<file path="src/rtl/clipped_line_rasterizer_defines.svh">
`ifndef CLIPPED_LINE_RASTERIZER_DEFINES_SVH
`define CLIPPED_LINE_RASTERIZER_DEFINES_SVH

// Same-cycle check: when ante holds, cons holds at this edge.
`define CLR_ASSERT_NOW(label, clk, rst, ante, cons, msg) \
   label: assert property (@(posedge clk) disable iff (rst) (ante) |-> (cons)) else $error(msg);

// Next-cycle check: when ante holds, cons holds at the following edge.
`define CLR_ASSERT_NEXT(label, clk, rst, ante, cons, msg) \
   label: assert property (@(posedge clk) disable iff (rst) (ante) |=> (cons)) else $error(msg);

`endif

</file>
<file path="src/rtl/clr_pkg.sv">
`timescale 1ns / 1ps

package clr_pkg;

   localparam int PIX_BITS   = 12;
   localparam int COLOR_BITS = 32;

   localparam logic FUNC_LOAD = 1'b0;
   localparam logic FUNC_STEP = 1'b1;

   localparam logic CSR_SCREEN_WIDTH  = 1'b0;
   localparam logic CSR_SCREEN_HEIGHT = 1'b1;

   localparam logic [PIX_BITS-1:0] SCREEN_WIDTH_RESET  = 12'd640;
   localparam logic [PIX_BITS-1:0] SCREEN_HEIGHT_RESET = 12'd480;

   typedef struct packed {
      logic [PIX_BITS-1:0]   pixel_x;
      logic [PIX_BITS-1:0]   pixel_y;
      logic [COLOR_BITS-1:0] pixel_color;
      logic                  pixel_valid;
      logic                  line_done;
   } pixel_word_type;

endpackage

</file>
<file path="src/rtl/clr_walk.sv">
`timescale 1ns / 1ps

module clr_walk
   import clr_pkg::*;
#(
   parameter int COORD_BITS = 13
) (
   input  logic                         clock,
   input  logic                         reset,
   input  logic                         load_en,
   input  logic                         step_en,
   input  logic signed [COORD_BITS-1:0] start_x,
   input  logic signed [COORD_BITS-1:0] start_y,
   input  logic signed [COORD_BITS-1:0] end_x,
   input  logic signed [COORD_BITS-1:0] end_y,
   input  logic [COLOR_BITS-1:0]        line_color,
   input  logic [PIX_BITS-1:0]          screen_width,
   input  logic [PIX_BITS-1:0]          screen_height,
   output pixel_word_type               word
);

   localparam int XW = COORD_BITS + 2;
   localparam int DW = COORD_BITS + 1;
   localparam int LW = 2 * COORD_BITS + 2;
   localparam int CW = XW + PIX_BITS;

   logic signed [XW-1:0]         walk_x_ff, walk_x_in;
   logic signed [XW-1:0]         walk_y_ff, walk_y_in;
   logic signed [COORD_BITS-1:0] goal_x_ff, goal_y_ff;
   logic signed [DW-1:0]         delta_x_ff, delta_y_ff;
   logic signed [LW-1:0]         offset_ff, offset_in;
   logic                         down_ff, shallow_ff, active_ff;
   logic [COLOR_BITS-1:0]        color_ff;

   // load path: order endpoints so x rises
   logic                         swap;
   logic signed [COORD_BITS-1:0] ax, ay, bx, by;
   logic signed [DW-1:0]         dx_load, dy_load, ady_load;

   assign swap     = end_x < start_x;
   assign ax       = swap ? end_x   : start_x;
   assign ay       = swap ? end_y   : start_y;
   assign bx       = swap ? start_x : end_x;
   assign by       = swap ? start_y : end_y;
   assign dx_load  = DW'(bx) - DW'(ax);
   assign dy_load  = DW'(by) - DW'(ay);
   assign ady_load = dy_load[DW-1] ? -dy_load : dy_load;

   // step path
   logic                 still, finished, onscreen;
   logic [CW-1:0]        wx_wide, wy_wide;
   logic                 l_pos, l_neg, minor, x_inc, y_step;
   logic signed [LW-1:0] add_x, add_y;

   assign still = (walk_x_ff < XW'(goal_x_ff)) ||
                  (down_ff ? (walk_y_ff < XW'(goal_y_ff)) : (walk_y_ff > XW'(goal_y_ff)));
   assign finished = !active_ff || !still;

   assign wx_wide  = CW'($unsigned(walk_x_ff));
   assign wy_wide  = CW'($unsigned(walk_y_ff));
   assign onscreen = !walk_x_ff[XW-1] && !walk_y_ff[XW-1] &&
                     (wx_wide < CW'(screen_width)) && (wy_wide < CW'(screen_height));

   // minor step when offset times direction times slope sign is positive
   assign l_neg  = offset_ff[LW-1];
   assign l_pos  = !offset_ff[LW-1] && (offset_ff != '0);
   assign minor  = (down_ff ^ shallow_ff) ? l_neg : l_pos;
   assign x_inc  = shallow_ff | minor;
   assign y_step = !shallow_ff | minor;

   assign add_x     = x_inc ? LW'(delta_y_ff) : '0;
   assign add_y     = !y_step ? '0 : (down_ff ? -LW'(delta_x_ff) : LW'(delta_x_ff));
   assign offset_in = offset_ff + add_x + add_y;
   assign walk_x_in = walk_x_ff + {{(XW-1){1'b0}}, x_inc};
   assign walk_y_in = !y_step ? walk_y_ff :
                      (down_ff ? walk_y_ff + XW'(1) : walk_y_ff - XW'(1));

   always_comb begin
      word = '0;
      if (finished) begin
         word.line_done = 1'b1;
      end else begin
         word.pixel_color = color_ff;
         word.pixel_valid = onscreen;
         if (onscreen) begin
            word.pixel_x = PIX_BITS'(wx_wide);
            word.pixel_y = PIX_BITS'(wy_wide);
         end
      end
   end

   always_ff @(posedge clock) begin
      if (reset) begin
         active_ff <= 1'b0;
      end else if (load_en) begin
         active_ff <= 1'b1;
      end else if (step_en && finished) begin
         active_ff <= 1'b0;
      end
   end

   always_ff @(posedge clock) begin
      if (load_en) begin
         walk_x_ff  <= XW'(ax);
         walk_y_ff  <= XW'(ay);
         goal_x_ff  <= bx;
         goal_y_ff  <= by;
         delta_x_ff <= dx_load;
         delta_y_ff <= dy_load;
         offset_ff  <= '0;
         down_ff    <= !dy_load[DW-1] && (dy_load != '0);
         shallow_ff <= (dx_load != '0) && (ady_load <= dx_load);
         color_ff   <= line_color;
      end else if (step_en && !finished) begin
         walk_x_ff <= walk_x_in;
         walk_y_ff <= walk_y_in;
         offset_ff <= offset_in;
      end
   end

endmodule

</file>
<file path="src/rtl/clr_out_reg.sv">
`timescale 1ns / 1ps

module clr_out_reg
   import clr_pkg::*;
(
   input  logic           clock,
   input  logic           reset,
   input  logic           load,
   input  pixel_word_type word_in,
   input  logic           stall,
   output logic           valid,
   output pixel_word_type word_out
);

   logic           valid_ff, valid_in;
   pixel_word_type word_ff;

   // hold while the taker stalls, refill on every accepted step
   assign valid_in = load | (valid_ff & stall);
   assign valid    = valid_ff;
   assign word_out = word_ff;

   always_ff @(posedge clock) begin
      if (reset) begin
         valid_ff <= 1'b0;
      end else begin
         valid_ff <= valid_in;
      end
   end

   always_ff @(posedge clock) begin
      if (load) begin
         word_ff <= word_in;
      end
   end

endmodule

</file>
<file path="src/rtl/clipped_line_rasterizer.sv">
`timescale 1ns / 1ps
// channel   ports                         word
// request   req_valid / req_stall         req_func, start/end endpoints, req_line_color
// response  rsp_valid / rsp_stall         rsp_pixel_x/_y, _color, _valid, rsp_line_done
// csr       csr_write (no handshake)      csr_index, csr_data
//
// One word a cycle: a request is taken every cycle unless a step is held by a stalled response,
// and a step's pixel appears in the next cycle. The walk registers and the response register
// are the only stages; each step is a sign test and one three-term add.
// Reset clears the walk (no line loaded) and the response valid flag, and sets 640 x 480.
// A load is taken even while a response waits; a step waits only while the response is stalled.

`include "clipped_line_rasterizer_defines.svh"

module clipped_line_rasterizer
   import clr_pkg::*;
#(
   parameter int COORD_BITS = 13
) (
   input  logic                         clock,
   input  logic                         reset,

   input  logic                         req_valid,
   output logic                         req_stall,
   input  logic                         req_func,
   input  logic signed [COORD_BITS-1:0] req_start_x,
   input  logic signed [COORD_BITS-1:0] req_start_y,
   input  logic signed [COORD_BITS-1:0] req_end_x,
   input  logic signed [COORD_BITS-1:0] req_end_y,
   input  logic [COLOR_BITS-1:0]        req_line_color,

   output logic                         rsp_valid,
   input  logic                         rsp_stall,
   output logic [PIX_BITS-1:0]          rsp_pixel_x,
   output logic [PIX_BITS-1:0]          rsp_pixel_y,
   output logic [COLOR_BITS-1:0]        rsp_pixel_color,
   output logic                         rsp_pixel_valid,
   output logic                         rsp_line_done,

   input  logic                         csr_write,
   input  logic                         csr_index,
   input  logic [PIX_BITS-1:0]          csr_data
);

   logic [PIX_BITS-1:0] width_ff, height_ff;
   logic                req_accept, load_en, step_en;
   pixel_word_type      walk_word, rsp_word;

   // screen size registers
   always_ff @(posedge clock) begin
      if (reset) begin
         width_ff  <= SCREEN_WIDTH_RESET;
         height_ff <= SCREEN_HEIGHT_RESET;
      end else if (csr_write) begin
         unique case (csr_index)
            CSR_SCREEN_WIDTH:  width_ff  <= csr_data;
            CSR_SCREEN_HEIGHT: height_ff <= csr_data;
            default: ;
         endcase
      end
   end

   // a step needs a free response slot; a load produces no word and never waits
   assign req_stall  = rsp_valid & rsp_stall & (req_func == FUNC_STEP);
   assign req_accept = req_valid & !req_stall;
   assign load_en    = req_accept & (req_func == FUNC_LOAD);
   assign step_en    = req_accept & (req_func == FUNC_STEP);

   clr_walk #(
      .COORD_BITS (COORD_BITS)
   ) u_walk (
      .clock         (clock),
      .reset         (reset),
      .load_en       (load_en),
      .step_en       (step_en),
      .start_x       (req_start_x),
      .start_y       (req_start_y),
      .end_x         (req_end_x),
      .end_y         (req_end_y),
      .line_color    (req_line_color),
      .screen_width  (width_ff),
      .screen_height (height_ff),
      .word          (walk_word)
   );

   clr_out_reg u_out (
      .clock    (clock),
      .reset    (reset),
      .load     (step_en),
      .word_in  (walk_word),
      .stall    (rsp_stall),
      .valid    (rsp_valid),
      .word_out (rsp_word)
   );

   assign rsp_pixel_x     = rsp_word.pixel_x;
   assign rsp_pixel_y     = rsp_word.pixel_y;
   assign rsp_pixel_color = rsp_word.pixel_color;
   assign rsp_pixel_valid = rsp_word.pixel_valid;
   assign rsp_line_done   = rsp_word.line_done;

   // every accepted step yields a response word on the next edge
   `CLR_ASSERT_NEXT(a_step_gives_word, clock, reset, step_en, rsp_valid, "step lost its word")
   // an ended walk never reports a drawable pixel
   `CLR_ASSERT_NOW(a_done_not_drawn, clock, reset, rsp_valid && rsp_line_done, !rsp_pixel_valid && rsp_pixel_color == '0, "done word carries a pixel")
   // clipped or empty words carry zero coordinates
   `CLR_ASSERT_NOW(a_clipped_zero, clock, reset, rsp_valid && !rsp_pixel_valid, rsp_pixel_x == '0 && rsp_pixel_y == '0, "clipped word has coordinates")

endmodule
</file>
<file path="config.mk">
export PLATFORM = sky130hd
export DESIGN_NAME = clipped_line_rasterizer
export DESIGN_NICKNAME = d
export VERILOG_FILES = /design/src/rtl/clr_pkg.sv /design/src/rtl/clr_walk.sv /design/src/rtl/clr_out_reg.sv /design/src/rtl/clipped_line_rasterizer.sv
export VERILOG_INCLUDE_DIRS = /design/src /design/src/rtl
export SDC_FILE = /design/constraint.sdc
export NUM_CORES = 1
export LEC_CHECK = 0
export ABC_AREA = 1
export BUFFER_PORTS_ARGS = -buffer_cell sky130_fd_sc_hd__buf_2
export CAP_MARGIN = 20
export CORE_UTILIZATION = 52
export DETAILED_ROUTE_END_ITERATION = 16
export GPL_TIMING_DRIVEN = 0
export HOLD_SLACK_MARGIN = 0.12
export PLACE_DENSITY_LB_ADDON = 0.2
export SLEW_MARGIN = 20
export SYNTH_ARGS = -nofsm -noshare
export SYNTH_HDL_FRONTEND = slang
export SYNTH_SLANG_ARGS = --single-unit
</file>
<file path="constraint.sdc">
create_clock -name clock -period 6.25 [get_ports clock]
set_clock_uncertainty 0.2 [all_clocks]
set_input_delay 0.625 -clock clock [delete_from_list [all_inputs] [get_ports clock]]
set_output_delay 0.625 -clock clock [all_outputs]
set_load 0.01 [all_outputs]
</file>
==> results of run 1 <==
-- sequential cells by signal (all words and copies together), names as in the netlist --
register / count
u_walk.walk_x_ff: 15
u_walk.delta_y_ff: 14
u_walk.active_ff: 1
u_walk.down_ff: 1
u_walk.walk_y_ff: 15
u_walk.color_ff: 32
height_ff: 12
width_ff: 12
u_out.valid: 1
u_walk.goal_y_ff: 13
u_out.word_out: 58
u_walk.shallow_ff: 1
u_walk.offset_ff: 28
u_walk.delta_x_ff: 14
u_walk.goal_x_ff: 13
-- layout make-up --
cell class	instances	area [um^2]	area share, %
flip-flops and latches	230	6370	35.1
clock inverters	14	151	0.834
plain buffers	39	228	1.25
multi-input cells	1294	7680	42.3
inverters	354	1330	7.32
well taps	384	480	2.65
clock buffers	32	682	3.76
repair buffers	198	1230	6.77
-- how the worst max path moves through the flow --
stage                     slack, ps                                 to  cells after the start                        startpoint
final                           390  u_walk.offset_ff[23]$_SDFFE_PP0P_                     25  u_walk.offset_ff[3]$_SDFFE_PP0P_
after global routing             40  u_walk.offset_ff[25]$_SDFFE_PP0P_                     26  u_walk.offset_ff[3]$_SDFFE_PP0P_
after CTS                       100  u_walk.offset_ff[25]$_SDFFE_PP0P_                     26  u_walk.offset_ff[3]$_SDFFE_PP0P_
after detailed placement        140  u_walk.offset_ff[25]$_SDFFE_PP0P_                     26  u_walk.offset_ff[3]$_SDFFE_PP0P_
after global placement        -2490     u_walk.walk_y_ff[14]$_DFFE_PP_                      7                          req_func
after floorplan                 150      u_walk.walk_y_ff[0]$_DFFE_PP_                      6                          req_func
-- layout by cell type (no fill, tap or decap), drive strengths merged, types with 2 or more instances in the layout --
master       netlist  layout
clkbuf            28      60
bufinv             0       3
xnor2             23      23
nor2             154     154
nor4               8       8
o21bai             5       5
nand3b             6       6
nand2            428     428
edfxtp           176     176
a221oi             4       4
nand3            114     114
dfxtp             54      54
nand4             19      19
o21a               8       8
xor2              40      40
clkinv             1       9
inv              353     355
o21ai            135     135
ha               123     123
o211ai             8       8
dlygate4sd3        0      32
nor3              25      25
o31ai              7       7
buf               11     177
a21oi            126     126
o22ai             13      13
or2                8       8
fa                29      29
a21o               2       2
a211oi             3       3
-- worst register-to-register path, cell delays in order (launching register included) --
cell and delay, ps:
dfxtp_1 300, inv_1 130, nand4_1 150, nor4_2 320
nand4_1 170, nand3_1 110, o21ai_0 160, or2_2 310
clkbuf_1 200, clkbuf_1 310, nand2_1 180, fa_1 420
inv_1 60, ha_1 160, inv_1 60, fa_1 410
o21ai_0 300, a21oi_1 160, o21ai_1 220, a21oi_1 180
o21ai_0 340, a21oi_1 200, o21ai_1 300, a21oi_1 150
xor2_1 160, o21ai_0 130
-- stage by stage --
stage / TNS (ps) / cell area, um^2 / setup WS, ps / total power [mW]
2_1_floorplan: 0 / 15600 / 148 / 4.47
3_3_place_gp: -65100 / 16900 / -2490 / 5.20
6_report: 0 / 18100 / 388 / 6.84
3_5_place_dp: 0 / 17000 / 138 / 5.28
4_1_cts: 0 / 18100 / 98.2 / 6.81
5_1_grt: 0 / 18100 / 37.4 / 7.39
-- cell families (layout without fill, tap and decap cells) --
kind of cell | after synthesis | count (layout) | share of synthesized area, %
adder cells (fa/ha/maj) | 152 | 152 | 13.6
flip-flops | 230 | 230 | 40.9
AND/OR/NAND/NOR | 763 | 763 | 20.8
buffers and inverters | 393 | 637 | 9.96
AO/OA/AOI/OAI | 316 | 316 | 11.1
XOR/XNOR | 63 | 63 | 3.59
-- timing repair --
item                                   in CTS  in global routing
gates resized for setup                     0                  5
hold buffers                               32                  0
setup endpoints to repair                   0                  5
buffers inserted                            0                  0
endpoints found under the hold margin      32                  0
-- routing by layer --
layer | global-route usage, % | up-vias
met4 | 9.31 | 0
met5 | 0 | -
met2 | 43.0 | 489
met3 | 3.26 | 83
met1 | 38.2 | 6176
li1 | - | 6737
-- power groups by stage --
stage / clock, mW / sequential (mW) / combinational [mW]
floorplan: 0 / 2.00 / 2.48
global placement: 0 / 2.02 / 3.17
detailed placement: 0 / 2.02 / 3.25
CTS: 1.52 / 1.99 / 3.30
global route: 1.58 / 2.01 / 3.80
finish: 1.49 / 1.99 / 3.35
==> run_results.csv, run 1 <==
group,metric,value,unit
setup_path,path_class,"reg -> reg",
global_route,antenna_found_initial,0,
synth,synth_ff_type,"edfxtp_1",
global_route,gr-usage-all-layers,27.1,%
synth,yosys.area.top_type,"edfxtp_1",
timing,fin_hold_ws,142,ps
pwr,clkPwrFrac,21.8,%
setup_path,cpMaxStageDelayCell,"fa_1",
pwr,power_frac_comb,49.0,%
cts,h-tree-depth,1,
timing,setup_viol,0,
die,core_region_area,0.0291,mm^2
pwr,p_per_area,377,mW/mm^2
synth,synth.distinct_cells,48,
synth,syn-num-nets,2172,
die,start_util,53.5,%
cells_and_area,drive_above_1_share,12.0,%
synth,ys_seq_area_share,40.9,%
worst_hold_path,holdPathEnd,"width_ff[7]$_SDFFE_PP1P_",
setup_path,worstPathRequired,6490,ps
global_route,gr-total-overflow,0,
route,wl_met2,17800,um
route,highest_layer,"met4",
synth,avgSynthCellArea,8.12,um^2
setup_path,r2r_end,"u_walk.offset_ff[23]$_SDFFE_PP0P_",
synth,synth_edf_count,176,
synth,yosysWarningCount,0,
run_status,outcome,"completed",
run,max-cap-violations,0,
timing,tightest_slew,1070,ps
pwr,switchingPower,2.81,mW
pwr,p_seq_share,29.1,%
worst_hold_path,worstHoldStart,"csr_data[7]",
route,final_antenna_net_count,0,
synth,synth_most_common_cell,"nand2_1",
synth,synth.area.top_cells,"edfxtp_1, nand2_1, ha_1, inv_1, dfxtp_1",
die,die_h,175,um
timing,slew-limit-headroom,28.8,%
timing,fmax,0.171,GHz
route,drc,0,
timing,rsz0062_at_grt,"false",
route,drt_pass1_iterations,6,
cts,cts_tree,"built",
setup_path,reg2reg_depth,25,
cells_and_area,n_fill_cell,2537,
synth,synthArstFlopShare,0,%
die,io_pins,163,
setup_path,slowest_delay,420,ps
die,die_area,0.0306,mm^2
global_route,grt_pass1_wl,65700,um
cts,clock_sinks,230,
route,wl_met1,18900,um
route,drt-vias-per-instance,5.30,
setup_path,start_kind,"flop",
synth,synth-seq-cells,230,
setup_path,cp.arrival,6110,ps
setup_path,r2r_slack,390,ps
cells_and_area,utilization,62.4,%
cts,cts.path.max_buffers,3,
cells_and_area,nets,2397,
timing,slew_violations,0,
placement,post-dp-hpwl,32500,um
cells_and_area,area_growth,16.5,%
route,wire_per_inst,16.0,um
die,die-width,175,um
route,initialDrtViolationCount,1127,
route,dr_wl_met3,2770,um
setup_path,rr_startpoint,"u_walk.offset_ff[3]$_SDFFE_PP0P_",
pwr,p_int,4.03,mW
setup_path,worstPathMaxFanout,10,
synth,yosys.area.top_type_share,33.9,%
global_route,grt_start_max_net_pins,59,
setup_path,worst-path-buf-inv,5,
synth,synth_area,0.0156,mm^2
setup_path,crit_family,"compound AO/OA/AOI/OAI gates",
worst_hold_path,min_path_type,"in -> reg",
cells_and_area,stdcell_count,2545,
placement,routabilityCongestion,0.949,
pwr,peakVddDrop,0.236,mV
placement,dp.cells,2467,
pwr,leakage,8.84,nW
timing,fin_crit,5860,ps
placement,port_buffers,162,
die,core.rowCount,62,
synth,synthCells,1917,
route,vias,13500,
route,wl,40800,um
cts,cts_buffers,25,
setup_path,cp-end-kind,"flop",
worst_hold_path,whs_path_depth,3,
synth,ys_top_cells_by_count,"nand2_1, inv_1, edfxtp_1",
global_route,grt_pass1_vias,12900,
cts,clock_latency,530,ps
cts,path_clk_slew,60,ps
cells_and_area,antenna_cells,0,
timing,period_share,93.8,%
timing,hold_viol,0,
cts,root_buffer,"clkbuf_16",
pwr,p_sw_share,41.1,%
No activity file was read; power rests on OpenSTA's default activity.
==> run 2: changes to the inputs <==
- CTS_BUF_LIST: not set -> sky130_fd_sc_hd__clkbuf_4 sky130_fd_sc_hd__clkbuf_8
==> run_results.csv, run 2 (synthesis gave the netlist of run 1 again) <==
group,metric,value,unit
run_status,outcome,"completed",
setup_path,worst-path-buf-inv,4,
setup_path,cp-end-kind,"flop",
global_route,grt_pass1_vias,13100,
route,drt_pass1_iterations,5,
pwr,power_frac_comb,50.2,%
cells_and_area,utilization,62.3,%
cts,cts_tree,"built",
global_route,grt_use_met1,38.3,%
pwr,clkPwrFrac,19.9,%
cts,clock_latency,550,ps
die,die-width,175,um
global_route,gr-usage-all-layers,27.5,%
cells_and_area,area_growth,16.3,%
timing,slew_violations,0,
cts,path_clk_slew,70,ps
route,vias,13500,
placement,routabilityCongestion,0.949,
pwr,leakage,8.85,nW
setup_path,crit_family,"compound AO/OA/AOI/OAI gates",
die,die_area,0.0306,mm^2
global_route,use_met3,4.09,%
setup_path,start_kind,"flop",
setup_path,worstPathRequired,6470,ps
die,io_pins,163,
timing,fmax,0.172,GHz
route,drc,0,
timing,tightest_slew,1050,ps
timing,slew-limit-headroom,29.8,%
cells_and_area,stdcell_count,2572,
timing,fin_crit,5800,ps
pwr,p_seq_share,29.9,%
setup_path,crit_top_cell,"a21oi_1",
setup_path,slowest_delay,430,ps
timing,period_share,92.8,%
pwr,p_sw_share,42.3,%
global_route,antenna_found_initial,0,
route,wl,41300,um
pwr,p_int,3.85,mW
cts,cts_buffers,40,
timing,finalSetupTns,0,ps
timing,rsz0062_at_grt,"false",
timing,setup_viol,0,
cells_and_area,drive_above_1_share,12.8,%
global_route,use_met2,43.8,%
cells_and_area,n_fill_cell,2565,
cts,h-tree-depth,2,
cells_and_area,nets,2416,
global_route,busiest_layer,"met2",
setup_path,path_class,"reg -> reg",
cells_and_area,antenna_cells,0,
timing,hold_viol,0,
cts,root_buffer,"clkbuf_8",
setup_path,worstPathMaxFanout,15,
setup_path,cp.arrival,6020,ps
cells_and_area,layout_common_cells,"nand2_1, inv_1, edfxtp_1, buf_2, nor2_1",
placement,post-dp-hpwl,32500,um
route,wire_per_inst,16.1,um
cts,cts_setup_buffers,0,
pwr,p_per_area,368,mW/mm^2
die,start_util,53.5,%
setup_path,cpMaxStageDelayCell,"fa_1",
cts,clock_sinks,230,
run,max-cap-violations,0,
pwr,peakVddDrop,0.221,mV
cells_and_area,largest_reg_flops,58,
route,drt-vias-per-instance,5.27,
cells_and_area,final_area,0.0181,mm^2
route,final_antenna_net_count,0,
die,core_region_area,0.0291,mm^2
pwr,switchingPower,2.82,mW
die,core.rowCount,62,
placement,dpl_cell_area,0.0170,mm^2
placement,dp.cells,2467,
placement,port_buffers,162,
global_route,grt_start_max_net_pins,59,
cells_and_area,final_common_cell,"nand2_1",
route,initialDrtViolationCount,1080,
cts,cts.path.max_buffers,3,
global_route,grt_pass1_wl,66500,um
die,die_h,175,um
global_route,gr-total-overflow,0,
worst_hold_path,min_path_type,"in -> reg",
[run 2: cell types whose count changed in the layout (fill, tap and decap cells not counted), sizes merged]
cell	delta
inv	-1
dlygate4sd3	+5
clkbuf	+23
clkinv	+3
bufinv	-3
[run 2: worst min-delay path, delay by kind of cell]
| kind | cells | cell delay [ps] |
|---|---|---|
| AO/OA/AOI/OAI | 1 | 70 |
| AND/OR/NAND/NOR | 1 | 50 |
| buffers and inverters | 1 | 100 |
[run 2: what timing repair did]
| action | 4_1_cts | 5_1_grt |
|---|---|---|
| endpoints found under the hold margin | 38 | 0 |
| hold buffers | 37 | 0 |
| resized for setup | 0 | 4 |
| endpoints found under the setup margin | 0 | 5 |
[run 2: final cells by class]
type                    instances  area [um^2]  share of cell area [%]
multi-input cells            1294         7680                    42.4
repair buffers                203         1280                    7.06
clock buffers                  56          696                    3.84
clock inverters                13         60.1                   0.332
inverters                     354         1330                    7.34
plain buffers                  38          224                    1.24
well taps                     384          480                    2.65
flip-flops and latches        230         6370                    35.2
[run 2: path summary, 6_finish.rpt]
path / from / end / slack [ps] / cells after the start
setup / recovery: u_walk.offset_ff[15]$_SDFFE_PP0P_ / u_walk.offset_ff[25]$_SDFFE_PP0P_ / 450 / 25
hold / removal: csr_data[8] / height_ff[8]$_SDFFE_PP1P_ / 150 / 3
setup reg to reg: u_walk.offset_ff[15]$_SDFFE_PP0P_ / u_walk.offset_ff[25]$_SDFFE_PP0P_ / 450 / 25
hold reg to reg: height_ff[11]$_SDFFE_PP0P_ / height_ff[11]$_SDFFE_PP0P_ / 260 / 2
[run 2: metal layers]
metal / up-vias / routed length [um]
met5: - / 0
met3: 74 / 2820
li1: 6781 / -
met2: 497 / 18100
met4: 0 / 1300
met1: 6194 / 19100
[run 2: metrics by stage]
step           power [mW]  hold slack, ps  setup slack, ps
2_1_floorplan        4.47             233              148
3_3_place_gp         5.20             250            -2490
3_5_place_dp         5.28             258              138
4_1_cts              6.65             124             99.8
5_1_grt              7.22             141             85.5
6_report             6.67             146              452
[run 2: power by group through the flow]
stage / Combinational (mW) / Sequential [mW] / Clock, mW
CTS: 3.30 / 1.99 / 1.35
global route: 3.79 / 2.01 / 1.42
global placement: 3.17 / 2.02 / 0
finish: 3.35 / 1.99 / 1.33
detailed placement: 3.25 / 2.02 / 0
floorplan: 2.48 / 2.00 / 0
